==> src/rtl/psci_pkg.sv <==
// Shared constants, register codes and types of the charge integrator.
package psci_pkg;

    localparam int ADC_W    = 16;
    localparam int CFG_W    = 10;
    localparam int SEL_W    = 5;
    localparam int SUM_W    = 27;
    localparam int CNT_W    = 11;
    localparam int CHARGE_W = 32;

    localparam int DEF_CHANNELS    = 32;
    localparam int DEF_MAX_SAMPLES = 1024;

    // Event queue depth, a power of two.
    localparam int QUEUE_DEPTH = 2;

    localparam int APB_AW = 5;
    localparam int APB_DW = 32;

    localparam logic [2:0] REG_CHANNEL_SELECT = 3'd0;
    localparam logic [2:0] REG_PED_FIRST      = 3'd1;
    localparam logic [2:0] REG_PED_LAST       = 3'd2;
    localparam logic [2:0] REG_INT_FIRST      = 3'd3;
    localparam logic [2:0] REG_INT_LAST       = 3'd4;

    localparam logic [SEL_W-1:0] RST_CHANNEL_SELECT = 5'd0;
    localparam logic [CFG_W-1:0] RST_PED_FIRST      = 10'd1;
    localparam logic [CFG_W-1:0] RST_PED_LAST       = 10'd50;
    localparam logic [CFG_W-1:0] RST_INT_FIRST      = 10'd50;
    localparam logic [CFG_W-1:0] RST_INT_LAST       = 10'd399;

    typedef struct packed {
        logic [SEL_W-1:0] channel_select;
        logic [CFG_W-1:0] ped_first;
        logic [CFG_W-1:0] ped_last;
        logic [CFG_W-1:0] int_first;
        logic [CFG_W-1:0] int_last;
    } t_cfg;

    typedef struct packed {
        logic signed [SUM_W-1:0] bsum;
        logic signed [SUM_W-1:0] wsum;
        logic [CNT_W-1:0]        nb;
        logic [CNT_W-1:0]        nw;
        logic                    err;
    } t_evt;

    typedef struct packed {
        logic empty;
        logic full;
    } t_q_status;

endpackage

==> src/rtl/psci_in_if.sv <==
// Input channel: one ADC word and its end-of-event mark per item.
interface psci_in_if;
    logic                                valid;
    logic                                ready;
    logic signed [psci_pkg::ADC_W-1:0]   adc_word;
    logic                                end_of_event;

    modport source (output valid, output adc_word, output end_of_event, input ready);
    modport sink   (input valid, input adc_word, input end_of_event, output ready);
endinterface

==> src/rtl/psci_out_if.sv <==
// Output channel: one charge result per event.
interface psci_out_if;
    logic                                 valid;
    logic                                 ready;
    logic signed [psci_pkg::CHARGE_W-1:0] charge;
    logic                                 window_error;

    modport source (output valid, output charge, output window_error, input ready);
    modport sink   (input valid, input charge, input window_error, output ready);
endinterface

==> src/rtl/psci_cfg.sv <==
// APB register file holding the channel select and window bounds.
module psci_cfg (
    input  logic                          i_clk,
    input  logic                          i_rst_n,
    input  logic                          psel,
    input  logic                          penable,
    input  logic                          pwrite,
    input  logic [psci_pkg::APB_AW-1:0]   paddr,
    input  logic [psci_pkg::APB_DW-1:0]   pwdata,
    output logic [psci_pkg::APB_DW-1:0]   prdata,
    output logic                          pready,
    output psci_pkg::t_cfg                o_cfg
);
    import psci_pkg::*;

    t_cfg       r_cfg;
    logic [2:0] idx;
    logic       wr_en;

    assign idx    = paddr[APB_AW-1:2];
    assign wr_en  = psel && penable && pwrite;
    assign pready = 1'b1;
    assign o_cfg  = r_cfg;

    always_ff @(posedge i_clk) begin
        if (!i_rst_n) begin
            r_cfg.channel_select <= RST_CHANNEL_SELECT;
            r_cfg.ped_first      <= RST_PED_FIRST;
            r_cfg.ped_last       <= RST_PED_LAST;
            r_cfg.int_first      <= RST_INT_FIRST;
            r_cfg.int_last       <= RST_INT_LAST;
        end else if (wr_en) begin
            case (idx)
                REG_CHANNEL_SELECT: r_cfg.channel_select <= pwdata[SEL_W-1:0];
                REG_PED_FIRST:      r_cfg.ped_first      <= pwdata[CFG_W-1:0];
                REG_PED_LAST:       r_cfg.ped_last       <= pwdata[CFG_W-1:0];
                REG_INT_FIRST:      r_cfg.int_first      <= pwdata[CFG_W-1:0];
                REG_INT_LAST:       r_cfg.int_last       <= pwdata[CFG_W-1:0];
                default: begin
                end
            endcase
        end
    end

    always_comb begin
        case (idx)
            REG_CHANNEL_SELECT: prdata = APB_DW'(r_cfg.channel_select);
            REG_PED_FIRST:      prdata = APB_DW'(r_cfg.ped_first);
            REG_PED_LAST:       prdata = APB_DW'(r_cfg.ped_last);
            REG_INT_FIRST:      prdata = APB_DW'(r_cfg.int_first);
            REG_INT_LAST:       prdata = APB_DW'(r_cfg.int_last);
            default:            prdata = '0;
        endcase
    end
endmodule

==> src/rtl/psci_front.sv <==
// Front end: tracks sample and channel, accumulates both windows, closes each event.
module psci_front #(
    parameter int CHANNELS    = psci_pkg::DEF_CHANNELS,
    parameter int MAX_SAMPLES = psci_pkg::DEF_MAX_SAMPLES
) (
    input  logic                i_clk,
    input  logic                i_rst_n,
    input  psci_pkg::t_cfg      i_cfg,
    psci_in_if.sink             i_in_ch,
    input  psci_pkg::t_q_status i_q_status,
    output logic                o_push,
    output psci_pkg::t_evt      o_evt
);
    import psci_pkg::*;

    localparam int PW  = (CHANNELS > 1) ? $clog2(CHANNELS) : 1;
    localparam int TIW = $clog2(MAX_SAMPLES + 1);
    localparam int SW  = (PW > SEL_W) ? PW : SEL_W;
    localparam int TW  = (TIW > CFG_W) ? TIW : CFG_W;

    logic [TIW-1:0]          r_time, n_time;
    logic [PW-1:0]           r_phase, n_phase;
    logic signed [SUM_W-1:0] r_bsum, n_bsum;
    logic signed [SUM_W-1:0] r_wsum, n_wsum;
    logic [CNT_W-1:0]        r_nb, n_nb;
    logic [CNT_W-1:0]        r_nw, n_nw;

    logic             accept;
    logic             running;
    logic             match;
    logic             in_ped;
    logic             in_int;
    logic             err;
    logic [CNT_W-1:0] ped_len;
    logic [CNT_W-1:0] int_len;

    assign i_in_ch.ready = !i_q_status.full;
    assign accept        = i_in_ch.valid && i_in_ch.ready;

    assign running = r_time < TIW'(MAX_SAMPLES);
    assign match   = running && (SW'(r_phase) == SW'(i_cfg.channel_select));
    assign in_ped  = (TW'(r_time) >= TW'(i_cfg.ped_first)) &&
                     (TW'(r_time) <= TW'(i_cfg.ped_last));
    assign in_int  = (TW'(r_time) >= TW'(i_cfg.int_first)) &&
                     (TW'(r_time) <= TW'(i_cfg.int_last));

    always_comb begin
        n_bsum  = r_bsum;
        n_nb    = r_nb;
        n_wsum  = r_wsum;
        n_nw    = r_nw;
        n_time  = r_time;
        n_phase = r_phase;
        if (match && in_ped) begin
            n_bsum = r_bsum + SUM_W'(i_in_ch.adc_word);
            n_nb   = r_nb + CNT_W'(1);
        end
        if (match && in_int) begin
            n_wsum = r_wsum + SUM_W'(i_in_ch.adc_word);
            n_nw   = r_nw + CNT_W'(1);
        end
        if (running) begin
            if (r_phase == PW'(CHANNELS - 1)) begin
                n_phase = '0;
                n_time  = r_time + TIW'(1);
            end else begin
                n_phase = r_phase + PW'(1);
            end
        end
    end

    // Lengths are meaningless for an empty window, but that case is flagged anyway.
    assign ped_len = CNT_W'(i_cfg.ped_last) - CNT_W'(i_cfg.ped_first) + CNT_W'(1);
    assign int_len = CNT_W'(i_cfg.int_last) - CNT_W'(i_cfg.int_first) + CNT_W'(1);
    assign err = (i_cfg.ped_first > i_cfg.ped_last) || (i_cfg.int_first > i_cfg.int_last) ||
                 (n_nb != ped_len) || (n_nw != int_len) || (n_nb == '0);

    assign o_push    = accept && i_in_ch.end_of_event;
    assign o_evt.bsum = n_bsum;
    assign o_evt.wsum = n_wsum;
    assign o_evt.nb   = n_nb;
    assign o_evt.nw   = n_nw;
    assign o_evt.err  = err;

    always_ff @(posedge i_clk) begin
        if (!i_rst_n) begin
            r_time  <= '0;
            r_phase <= '0;
            r_bsum  <= '0;
            r_wsum  <= '0;
            r_nb    <= '0;
            r_nw    <= '0;
        end else if (accept) begin
            if (i_in_ch.end_of_event) begin
                r_time  <= '0;
                r_phase <= '0;
                r_bsum  <= '0;
                r_wsum  <= '0;
                r_nb    <= '0;
                r_nw    <= '0;
            end else begin
                r_time  <= n_time;
                r_phase <= n_phase;
                r_bsum  <= n_bsum;
                r_wsum  <= n_wsum;
                r_nb    <= n_nb;
                r_nw    <= n_nw;
            end
        end
    end
endmodule

==> src/rtl/psci_queue.sv <==
// Short queue of closed events between the front end and the divider.
module psci_queue (
    input  logic                i_clk,
    input  logic                i_rst_n,
    input  logic                i_push,
    input  psci_pkg::t_evt      i_evt,
    input  logic                i_pop,
    output psci_pkg::t_evt      o_evt,
    output psci_pkg::t_q_status o_status
);
    import psci_pkg::*;

    localparam int QAW = (QUEUE_DEPTH > 1) ? $clog2(QUEUE_DEPTH) : 1;

    t_evt         r_mem [QUEUE_DEPTH];
    logic [QAW-1:0] r_wr, r_rd;
    logic [QAW:0]   r_cnt;

    assign o_evt          = r_mem[r_rd];
    assign o_status.empty = (r_cnt == '0);
    assign o_status.full  = (r_cnt == (QAW + 1)'(QUEUE_DEPTH));

    always_ff @(posedge i_clk) begin
        if (i_push) begin
            r_mem[r_wr] <= i_evt;
        end
    end

    always_ff @(posedge i_clk) begin
        if (!i_rst_n) begin
            r_wr  <= '0;
            r_rd  <= '0;
            r_cnt <= '0;
        end else begin
            if (i_push) begin
                r_wr <= r_wr + QAW'(1);
            end
            if (i_pop) begin
                r_rd <= r_rd + QAW'(1);
            end
            if (i_push && !i_pop) begin
                r_cnt <= r_cnt + (QAW + 1)'(1);
            end else if (i_pop && !i_push) begin
                r_cnt <= r_cnt - (QAW + 1)'(1);
            end
        end
    end
endmodule

==> src/rtl/psci_back.sv <==
// Back end: forms the scaled numerator and divides it bit-serially by the baseline count.
module psci_back (
    input  logic                i_clk,
    input  logic                i_rst_n,
    input  psci_pkg::t_evt      i_evt,
    input  psci_pkg::t_q_status i_q_status,
    output logic                o_pop,
    psci_out_if.source          o_out_ch
);
    import psci_pkg::*;

    localparam int PROD_W = SUM_W + CNT_W + 1;
    localparam int DIV_W  = PROD_W + 1 + 4;
    localparam int DCW    = $clog2(DIV_W + 1);

    localparam logic [2:0] ST_IDLE = 3'd0;
    localparam logic [2:0] ST_MUL  = 3'd1;
    localparam logic [2:0] ST_SUB  = 3'd2;
    localparam logic [2:0] ST_DIV  = 3'd3;
    localparam logic [2:0] ST_FIN  = 3'd4;

    logic [2:0]               r_state;
    t_evt                     r_evt;
    logic signed [PROD_W-1:0] r_p1, r_p2;
    logic                     r_neg;
    logic [DIV_W-1:0]         r_q;
    logic [CNT_W-1:0]         r_rem;
    logic [DCW-1:0]           r_cnt;

    logic                       r_ovalid;
    logic signed [CHARGE_W-1:0] r_charge;
    logic                       r_oerr;

    logic signed [PROD_W:0]     diff;
    logic signed [DIV_W-1:0]    num;
    logic [CNT_W:0]             rem_sh;
    logic                       take;
    logic                       out_free;
    logic signed [CHARGE_W-1:0] sat;

    assign o_pop    = (r_state == ST_IDLE) && !i_q_status.empty;
    assign out_free = !r_ovalid || o_out_ch.ready;

    assign diff   = (PROD_W + 1)'(r_p1) - (PROD_W + 1)'(r_p2);
    assign num    = DIV_W'(diff) <<< 4;
    assign rem_sh = {r_rem, r_q[DIV_W-1]};
    assign take   = rem_sh >= {1'b0, r_evt.nb};

    // The quotient magnitude is truncated toward zero and saturated, then the sign goes back on.
    always_comb begin
        if (!r_neg && (r_q > DIV_W'(32'h7FFF_FFFF))) begin
            sat = {1'b0, {(CHARGE_W - 1){1'b1}}};
        end else if (r_neg && (r_q > DIV_W'(32'h8000_0000))) begin
            sat = {1'b1, {(CHARGE_W - 1){1'b0}}};
        end else if (r_neg) begin
            sat = -$signed(r_q[CHARGE_W-1:0]);
        end else begin
            sat = $signed(r_q[CHARGE_W-1:0]);
        end
    end

    always_ff @(posedge i_clk) begin
        case (r_state)
            ST_IDLE: begin
                if (o_pop) begin
                    r_evt <= i_evt;
                end
            end
            ST_MUL: begin
                r_p1 <= r_evt.bsum * $signed({1'b0, r_evt.nw});
                r_p2 <= r_evt.wsum * $signed({1'b0, r_evt.nb});
            end
            ST_SUB: begin
                r_neg <= num[DIV_W-1];
                r_q   <= num[DIV_W-1] ? DIV_W'(-num) : DIV_W'(num);
                r_rem <= '0;
            end
            ST_DIV: begin
                r_q <= {r_q[DIV_W-2:0], take};
                r_rem <= take ? CNT_W'(rem_sh - {1'b0, r_evt.nb}) : CNT_W'(rem_sh);
            end
            default: begin
            end
        endcase
    end

    always_ff @(posedge i_clk) begin
        if (!i_rst_n) begin
            r_state  <= ST_IDLE;
            r_cnt    <= '0;
            r_ovalid <= 1'b0;
        end else begin
            if ((r_state == ST_FIN) && out_free) begin
                r_ovalid <= 1'b1;
            end else if (o_out_ch.ready) begin
                r_ovalid <= 1'b0;
            end
            case (r_state)
                ST_IDLE: begin
                    if (o_pop) begin
                        r_state <= i_evt.err ? ST_FIN : ST_MUL;
                    end
                end
                ST_MUL: r_state <= ST_SUB;
                ST_SUB: begin
                    r_cnt   <= DCW'(DIV_W);
                    r_state <= ST_DIV;
                end
                ST_DIV: begin
                    r_cnt <= r_cnt - DCW'(1);
                    if (r_cnt == DCW'(1)) begin
                        r_state <= ST_FIN;
                    end
                end
                ST_FIN: begin
                    if (out_free) begin
                        r_state <= ST_IDLE;
                    end
                end
                default: r_state <= ST_IDLE;
            endcase
        end
    end

    always_ff @(posedge i_clk) begin
        if ((r_state == ST_FIN) && out_free) begin
            r_charge <= r_evt.err ? '0 : sat;
            r_oerr   <= r_evt.err;
        end
    end

    assign o_out_ch.valid        = r_ovalid;
    assign o_out_ch.charge       = r_charge;
    assign o_out_ch.window_error = r_oerr;
endmodule

==> src/rtl/pedestal_subtracted_charge_integrator_unit.sv <==
// Pedestal-subtracted charge integrator: one channel's baseline and window sums per event.
// Throughput: one ADC word per cycle while the queue is not full; input stalls while two
// closed events are queued. A closed event holds the divider through pop, multiply,
// subtract, the restoring divide steps of its 44-bit quotient and output; on a window
// error it goes straight from pop to output.
// Reset is synchronous and active low; it clears counters, sums, queue and divider state
// and loads the window registers with their defaults.
module pedestal_subtracted_charge_integrator_unit #(
    parameter int CHANNELS    = psci_pkg::DEF_CHANNELS,
    parameter int MAX_SAMPLES = psci_pkg::DEF_MAX_SAMPLES
) (
    input  logic                        i_clk,
    input  logic                        i_rst_n,
    input  logic                        psel,
    input  logic                        penable,
    input  logic                        pwrite,
    input  logic [psci_pkg::APB_AW-1:0] paddr,
    input  logic [psci_pkg::APB_DW-1:0] pwdata,
    output logic [psci_pkg::APB_DW-1:0] prdata,
    output logic                        pready,
    psci_in_if.sink                     i_in_ch,
    psci_out_if.source                  o_out_ch
);
    import psci_pkg::*;

    t_cfg      cfg;
    t_evt      push_evt;
    t_evt      head_evt;
    t_q_status q_status;
    logic      push;
    logic      pop;

    psci_cfg u_cfg (
        .i_clk   (i_clk),
        .i_rst_n (i_rst_n),
        .psel    (psel),
        .penable (penable),
        .pwrite  (pwrite),
        .paddr   (paddr),
        .pwdata  (pwdata),
        .prdata  (prdata),
        .pready  (pready),
        .o_cfg   (cfg)
    );

    psci_front #(
        .CHANNELS    (CHANNELS),
        .MAX_SAMPLES (MAX_SAMPLES)
    ) u_front (
        .i_clk      (i_clk),
        .i_rst_n    (i_rst_n),
        .i_cfg      (cfg),
        .i_in_ch    (i_in_ch),
        .i_q_status (q_status),
        .o_push     (push),
        .o_evt      (push_evt)
    );

    psci_queue u_queue (
        .i_clk    (i_clk),
        .i_rst_n  (i_rst_n),
        .i_push   (push),
        .i_evt    (push_evt),
        .i_pop    (pop),
        .o_evt    (head_evt),
        .o_status (q_status)
    );

    psci_back u_back (
        .i_clk      (i_clk),
        .i_rst_n    (i_rst_n),
        .i_evt      (head_evt),
        .i_q_status (q_status),
        .o_pop      (pop),
        .o_out_ch   (o_out_ch)
    );

    // A closed event is never dropped against a full queue.
    a_no_push_when_full: assert property (@(posedge i_clk) disable iff (!i_rst_n)
        push |-> !q_status.full)
        else $error("event closed while the queue is full");

    // The divider only takes an event that is really waiting.
    a_no_pop_when_empty: assert property (@(posedge i_clk) disable iff (!i_rst_n)
        pop |-> !q_status.empty)
        else $error("divider popped an empty queue");

    // A closed event is waiting in the queue on the next cycle.
    a_event_queued: assert property (@(posedge i_clk) disable iff (!i_rst_n)
        push |=> !q_status.empty)
        else $error("closed event missing from the queue");

    // A window error always comes with a zero charge.
    a_error_zero: assert property (@(posedge i_clk) disable iff (!i_rst_n)
        (o_out_ch.valid && o_out_ch.window_error) |-> (o_out_ch.charge == '0))
        else $error("window error with nonzero charge");
endmodule

==> src/flat_wrapper.sv <==
// flat-port wrapper written by rule: the top's interface ports become plain ports
module pedestal_subtracted_charge_integrator_unit_flat import psci_pkg::*;
#(
    parameter int CHANNELS    = psci_pkg::DEF_CHANNELS,
    parameter int MAX_SAMPLES = psci_pkg::DEF_MAX_SAMPLES
)
  (i_clk, i_rst_n, psel, penable, pwrite, paddr, pwdata, prdata, pready, i_in_ch_valid, i_in_ch_adc_word, i_in_ch_end_of_event, i_in_ch_ready, o_out_ch_valid, o_out_ch_charge, o_out_ch_window_error, o_out_ch_ready);
  psci_in_if i_in_ch_i ();
  psci_out_if o_out_ch_i ();
  input  logic i_clk;
  input  logic i_rst_n;
  input  logic psel;
  input  logic penable;
  input  logic pwrite;
  input  logic [psci_pkg::APB_AW-1:0] paddr;
  input  logic [psci_pkg::APB_DW-1:0] pwdata;
  output logic [psci_pkg::APB_DW-1:0] prdata;
  output logic pready;
  input wire logic [$bits(i_in_ch_i.valid)-1:0] i_in_ch_valid;
  input wire logic [$bits(i_in_ch_i.adc_word)-1:0] i_in_ch_adc_word;
  input wire logic [$bits(i_in_ch_i.end_of_event)-1:0] i_in_ch_end_of_event;
  output wire logic [$bits(i_in_ch_i.ready)-1:0] i_in_ch_ready;
  output wire logic [$bits(o_out_ch_i.valid)-1:0] o_out_ch_valid;
  output wire logic [$bits(o_out_ch_i.charge)-1:0] o_out_ch_charge;
  output wire logic [$bits(o_out_ch_i.window_error)-1:0] o_out_ch_window_error;
  input wire logic [$bits(o_out_ch_i.ready)-1:0] o_out_ch_ready;
  assign i_in_ch_i.valid = i_in_ch_valid;
  assign i_in_ch_i.adc_word = i_in_ch_adc_word;
  assign i_in_ch_i.end_of_event = i_in_ch_end_of_event;
  assign i_in_ch_ready = i_in_ch_i.ready;
  assign o_out_ch_valid = o_out_ch_i.valid;
  assign o_out_ch_charge = o_out_ch_i.charge;
  assign o_out_ch_window_error = o_out_ch_i.window_error;
  assign o_out_ch_i.ready = o_out_ch_ready;
  pedestal_subtracted_charge_integrator_unit #(.CHANNELS(CHANNELS), .MAX_SAMPLES(MAX_SAMPLES)) u_core (.i_clk(i_clk), .i_rst_n(i_rst_n), .psel(psel), .penable(penable), .pwrite(pwrite), .paddr(paddr), .pwdata(pwdata), .prdata(prdata), .pready(pready), .i_in_ch(i_in_ch_i), .o_out_ch(o_out_ch_i));
endmodule
==> config.mk <==
export PLATFORM = sky130hd
export DESIGN_NAME = pedestal_subtracted_charge_integrator_unit_flat
export DESIGN_NICKNAME = d
export VERILOG_FILES = /design/src/rtl/psci_pkg.sv /design/src/rtl/psci_in_if.sv /design/src/rtl/psci_out_if.sv /design/src/rtl/psci_cfg.sv /design/src/rtl/psci_front.sv /design/src/rtl/psci_queue.sv /design/src/rtl/psci_back.sv /design/src/rtl/pedestal_subtracted_charge_integrator_unit.sv /design/src/flat_wrapper.sv
export SDC_FILE = /design/constraint.sdc
export NUM_CORES = 2
export LEC_CHECK = 0
export BUFFER_PORTS_ARGS = -buffer_cell sky130_fd_sc_hd__buf_2
export CORE_MARGIN = 1.5
export CORE_UTILIZATION = 70
export CTS_CLUSTER_DIAMETER = 60
export CTS_CLUSTER_SIZE = 12
export DETAILED_ROUTE_END_ITERATION = 10
export PLACE_DENSITY = 0.88
export SYNTH_ARGS = -nofsm -noshare
export SYNTH_HDL_FRONTEND = slang
export SYNTH_SLANG_ARGS = --single-unit
==> constraint.sdc <==
create_clock -name i_clk -period 29.4 [get_ports i_clk]
set_clock_uncertainty 0.1 [all_clocks]
set_input_delay 5.88 -clock i_clk [delete_from_list [all_inputs] [get_ports i_clk]]
set_output_delay 5.88 -clock i_clk [all_outputs]
set_load 0.005 [all_outputs]
; Word-level counts from Yosys, hierarchy flattened
; Memory sizes are Yosys's and may differ from the RTL's. A register that Yosys moved wholly into a read port is not among the register bits.
; Index checks and enable logic that the tools add are counted.
[totals]
romBits = 0
memories = 1
register_bits = 395
latchBits = 0
wordCells = 160
input_bits = 61
ramBits = 154
[op_classes]
n_mul = 2
div = 0
mux = 36
order_cmp = 10
addsub = 19
reduce_logical = 45
n_eq_ne = 17
n_bitwise = 0
shifts = 0
[memory_table]
columns = name, depth, width, rd, rd_ports_with_merged_regs, write_ports, line_no
row1 = u_core.u_queue.r_mem, 2, 77, 1, 1, 1, psci_queue.sv:15  ; t_evt r_mem [QUEUE_DEPTH];
[ops]
columns = op, count
row1 = $mux W27, 4
row2 = $mux W11, 8
row3 = $pmux W44 S2, 1
row4 = $mul A27 B12 Y39, 2
row5 = $mux W32, 2
row6 = $add A11 B1 Y11 const B, 5
row7 = $add A27 B16 Y27, 2
row8 = $pmux W10 S5, 1
row9 = $gt A44 B31 Y1 const B, 1
row10 = $gt A44 B32 Y1 const B, 1
row11 = $mux W44, 1
row12 = $neg A44 Y44, 1
row13 = $sub A39 B39 Y40, 1
row14 = $neg A32 Y32, 1
row15 = $mux W31, 1
row16 = $ge A11 B10 Y1, 2
row17 = $le A11 B10 Y1, 2
row18 = $ne A11 B11 Y1, 2
row19 = $pmux W11 S2, 1
row20 = $sub A10 B10 Y11, 2
row21 = $gt A10 B10 Y1, 2
row22 = $logic_and A1 B1 Y1, 15
row23 = $mux W5, 3
row24 = $pmux W3 S5, 1
row25 = 30 further kinds, 67

; Depth between registers and ports, before layout
[logic_depth]
ltp_word = 8
mapped_depth = 25
ltp_nobuf = 23

; Modules after synthesis
; A second synthesis with hierarchy kept.
[hier_totals]
hier_cells = 5337
area_unflattened_um2 = 51567.0
[by_module_without_submodules]
columns = mod, area_per_inst_um2, seq_area_each_um2, cells_each, instances
row1 = psci_back, 33519.6, 7527.2, 3568, 1
row2 = psci_front, 9841.9, 1841.8, 1261, 1
row3 = psci_queue, 5908.2, 4724.5, 262, 1
row4 = psci_cfg, 2297.2, 900.9, 246, 1

; Worst setup path before layout
; OpenSTA, ideal clock, no wires.
[synth_path]
path_type = in2out
start = in paddr[2] (netlist name)
end = out prdata[4] (netlist name)
setup_slack_ps = 16546
path_stages = 6
n_path_buf = 2
t_arrival_ps = 6874
cell_sequence = clkbuf_1 > clkbuf_1 > nand2_1 > o21ai_0 > a22oi_1 > o22ai_1
[synth_between]
elab_chain_len = 2
elab_cells_between_ends = 6
cone_classes = 4 x eq/ne / 1 x mux / 1 x reduce/logical
[synth_rtl]
columns = item, line_no
row1 = from (decl), flat_wrapper.sv:15  ; input logic [psci_pkg::APB_AW-1:0] paddr;
row2 = $eq A3 B3 Y1 (tied with other cells), psci_cfg.sv:46  ; case (idx)
row3 = $pmux W10 S5 (*), psci_cfg.sv:46
row4 = to (decl), flat_wrapper.sv:17  ; output logic [psci_pkg::APB_DW-1:0] prdata;
; Every way passes the cells marked *; elsewhere a longest branch is shown, timed or not.

; Worst setup path in the final report
[layout_path]
start = in paddr[2] (netlist name)
end = out prdata[0] (netlist name)
; Same word-level chain as after synthesis.

==> flow_metrics.env <==
export IMPL_worst_hold_path_type="reg -> reg"
export IMPL_fp_dieH_microns=273
export IMPL_cts_buffer_depth=3
export IMPL_avgRoutedWirePerCell_microns=19.9
export IMPL_fin_ws_ns=15.99
export IMPL_critPathRequiredTime_ns=23.42
export IMPL_grt_pass1_vias=39777
export IMPL_period_share_pct=45.6
export IMPL_synth_ff_type="edfxtp_1"
export IMPL_final_setup_tns_ns=0
export IMPL_area_growth_syn_to_layout_pct=5.41
export IMPL_cpPeakStageDelay_ns=0.62
export IMPL_root_buffer="clkbuf_16"
export IMPL_r2r_end="u_core.u_back.r_p1[36]"
export IMPL_vias=38813
export IMPL_ctsResizeCount=0
export IMPL_holdPathEnd="u_core.u_front.r_bsum[25]"
export IMPL_fmaxAchievable_mhz=74.6
export IMPL_ys_types=91
export IMPL_ys_ff_latch=550
export IMPL_grt_overflow=0
export IMPL_synth_area_leaders="edfxtp_1 (23%), fa_1 (21%), ha_1 (9.3%), dfxtp_1 (6.0%), inv_1 (5.8%)"
export IMPL_first_iter_violations=3678
export IMPL_core_area_sq_um=71900
export IMPL_finalNetCount=6260
export IMPL_clk_pin_slew_ns=0.07
export IMPL_layout_drive_gt1_share_pct=6.38
export IMPL_grt_max_degree=96
export IMPL_wl_microns=125000
export IMPL_worstRegToRegCells=20
export IMPL_grt_use_total_pct=34.4
export IMPL_grt_pass1_wl_microns=204000
export IMPL_worstSetupPathType="in -> out"
export IMPL_setup_viol=0
export IMPL_maxSlewViolCount=0
export IMPL_yosys_mux_area_fraction_pct=2.35
export IMPL_yosys_area_share_simple_pct=14.4
export IMPL_htree_levels=2
export IMPL_post_route_min_period_ns=13.41
export IMPL_slowest_stage="nor2b_1"
export IMPL_dp_hpwl_microns=92300
export IMPL_r2r_start="u_core.u_back.r_evt[8]"
export IMPL_hold_path_startpoint="u_core.u_front.r_bsum[25]"
export IMPL_critPathBufInv=2
export IMPL_worstPathCellList="buf_2 -> nor2b_1 -> a22oi_1 -> o22ai_1 -> buf_2"
export IMPL_synth_most_common_cell="inv_1"
export IMPL_ff2ff_setup_slack_ns=21.62
export IMPL_yosys_warnings=0
export IMPL_port_buffers=81
export IMPL_end_kind="output port"
export IMPL_ant_nets=0
export IMPL_rsz0062_at_grt="false"
export IMPL_startpoint_type="input port"
export IMPL_crit_arrival_ns=7.43
export IMPL_hold_viol_final=0
export IMPL_cts_sinks=550
export IMPL_path_max_fanout=22
export IMPL_synthArstFlopShare_pct=0
export IMPL_maxCapViolCount=0
export IMPL_io_pins=129
export IMPL_fp_row_count=98
export IMPL_numCtsBuffers=58
export IMPL_avgSynthCellArea_sq_um=9.53
export IMPL_crit_family="simple AND/OR/NAND/NOR gates"
export IMPL_status="complete, no violations"
export IMPL_cts_hold_buffers=0
export IMPL_vias_per_cell=6.17
export IMPL_syn_inst=5354
export IMPL_pre_cts_ws_ns=16.02
export IMPL_cpMostUsedCell="buf_2"
export IMPL_antenna_found_initial=2
export IMPL_drc=0
export IMPL_synth_xor_area_share_pct=4.71
export IMPL_ys_top_cells_by_count="inv_1 (794), nand2_1 (698), fa_1 (526)"
export IMPL_synthesis_area_sq_um=51000
export IMPL_drtPass1Iterations=8
export IMPL_synth_edf_count=398
export IMPL_initial_core_util_pct=71.0
export IMPL_die_area_sq_um=74500
export IMPL_synth_top_area_cell="edfxtp_1"
export IMPL_hold_ws_ns=0.381
export IMPL_synth_top_cell_area_share_pct=23.4
export IMPL_cts_setup_buffers=0
export IMPL_die_w_microns=273
export IMPL_diodes=0
export IMPL_n_fill_cell=4691
export IMPL_synth_top_family_by_area="adder cells"
export IMPL_hold_depth=2
export IMPL_tightest_slew_ns=1.25
export IMPL_cts_tree="yes"
export IMPL_yosysSeqAreaShare_pct=29.4
export IMPL_synth_compound_area_share_pct=11.3
export IMPL_clk_insertion_delay_late_ns=0.67
export IMPL_max_slew_margin_pct=16.5
export IMPL_yosys_area_share_adder_pct=29.9
export IMPL_place_gp_congestion=0.962
[area by class of cell]
| cell class | count | area [sq um] | area share (%) |
|---|---|---|---|
| Tap cell | 950 | 1190 | 2.21 |
| Clock buffer | 92 | 1590 | 2.95 |
| Sequential cell | 550 | 15000 | 27.9 |
| Clock inverter | 17 | 231 | 0.430 |
| Timing Repair Buffer | 120 | 698 | 1.30 |
| Inverter | 794 | 2980 | 5.54 |
| Multi-Input combinational cell | 3771 | 32100 | 59.7 |
[worst register-to-register path, delay by kind of cell, from the launching register on]
family                   cells  cell delay (ns)
adder cells (fa/ha/maj)      6             2.92
AND/OR/NAND/NOR              2             0.53
AO/OA/AOI/OAI                8             2.44
flip-flops                   1             1.12
XOR/XNOR                     1             0.27
buffers and inverters        3             0.15
[worst max path at each step]
stage / from / depth (start not counted) / end
6_report: paddr[2] / 5 / prdata[0]
5_1_grt: paddr[2] / 5 / prdata[9]
4_1_cts: paddr[2] / 5 / prdata[4]
3_5_place_dp: paddr[2] / 5 / prdata[4]
3_3_place_gp: paddr[2] / 5 / prdata[7]
2_1_floorplan: paddr[2] / 6 / prdata[4]
[flip-flops by register name, summed over array words and instances, names as in the netlist, 2 cells and up, named ones only]
name and flops:
u_core.u_back.o_out_ch.charge 32, u_core.u_back.r_evt 77, u_core.u_back.r_state 3, u_core.u_front.r_phase 5
u_core.u_back.r_p1 39, u_core.u_back.r_q 44, u_core.u_back.r_p2 39, u_core.u_front.r_nw 11
u_core.u_queue.r_mem 154, u_core.u_cfg.o_cfg 45, u_core.u_front.r_bsum 27, u_core.u_front.r_time 11
u_core.u_front.r_wsum 27, u_core.u_queue.r_cnt 2, u_core.u_back.r_cnt 6, u_core.u_front.r_nb 11
u_core.u_back.r_rem 11
[layer usage]
| layer | wire length (microns) | track usage, % | vias to the layer above |
|---|---|---|---|
| met5 | 15 | 0 | - |
| met4 | 8190 | 20.2 | 2 |
| met3 | 10500 | 6.11 | 488 |
| met2 | 60700 | 58.3 | 1926 |
| met1 | 45900 | 41.3 | 18821 |
| li1 | - | - | 17576 |
[stage by stage]
stage	area [sq um]	util [%]	cells
after global placement	52000	72.3	6185
after global routing	53800	74.8	6294
after CTS	53800	74.8	6294
after floorplan	51100	-	5375
after detailed placement	52000	72.3	6185
final	53800	74.8	6294
[kinds of logic after synthesis]
family	count (synthesis)
AND/OR/NAND/NOR	1566
multiplexers	110
adder cells (fa/ha/maj)	904
buffers and inverters	1054
XOR/XNOR	265
AO/OA/AOI/OAI	903
other	2
flip-flops	550
[cells in the final DEF (no fill, tap or decap), types with 34 or more instances in the layout]
| cell type | n |
|---|---|
| o211ai_1 | 34 |
| o21a_1 | 34 |
| a21o_1 | 76 |
| mux2_2 | 80 |
| a21oi_1 | 267 |
| nor3_1 | 62 |
| a22oi_1 | 67 |
| ha_1 | 378 |
| xor2_1 | 107 |
| and2_1 | 201 |
| inv_1 | 792 |
| fa_1 | 526 |
| buf_4 | 39 |
| o21ai_0 | 188 |
| nor2_1 | 269 |
| edfxtp_1 | 398 |
| nand3_1 | 83 |
| xnor2_1 | 152 |
| dfxtp_1 | 151 |
| nand2b_1 | 36 |
| clkbuf_16 | 58 |
| nand2_1 | 696 |
| buf_2 | 81 |
Power is not shown: default switching activity piles up to over one toggle a cycle in this logic, so the estimate is an artifact.
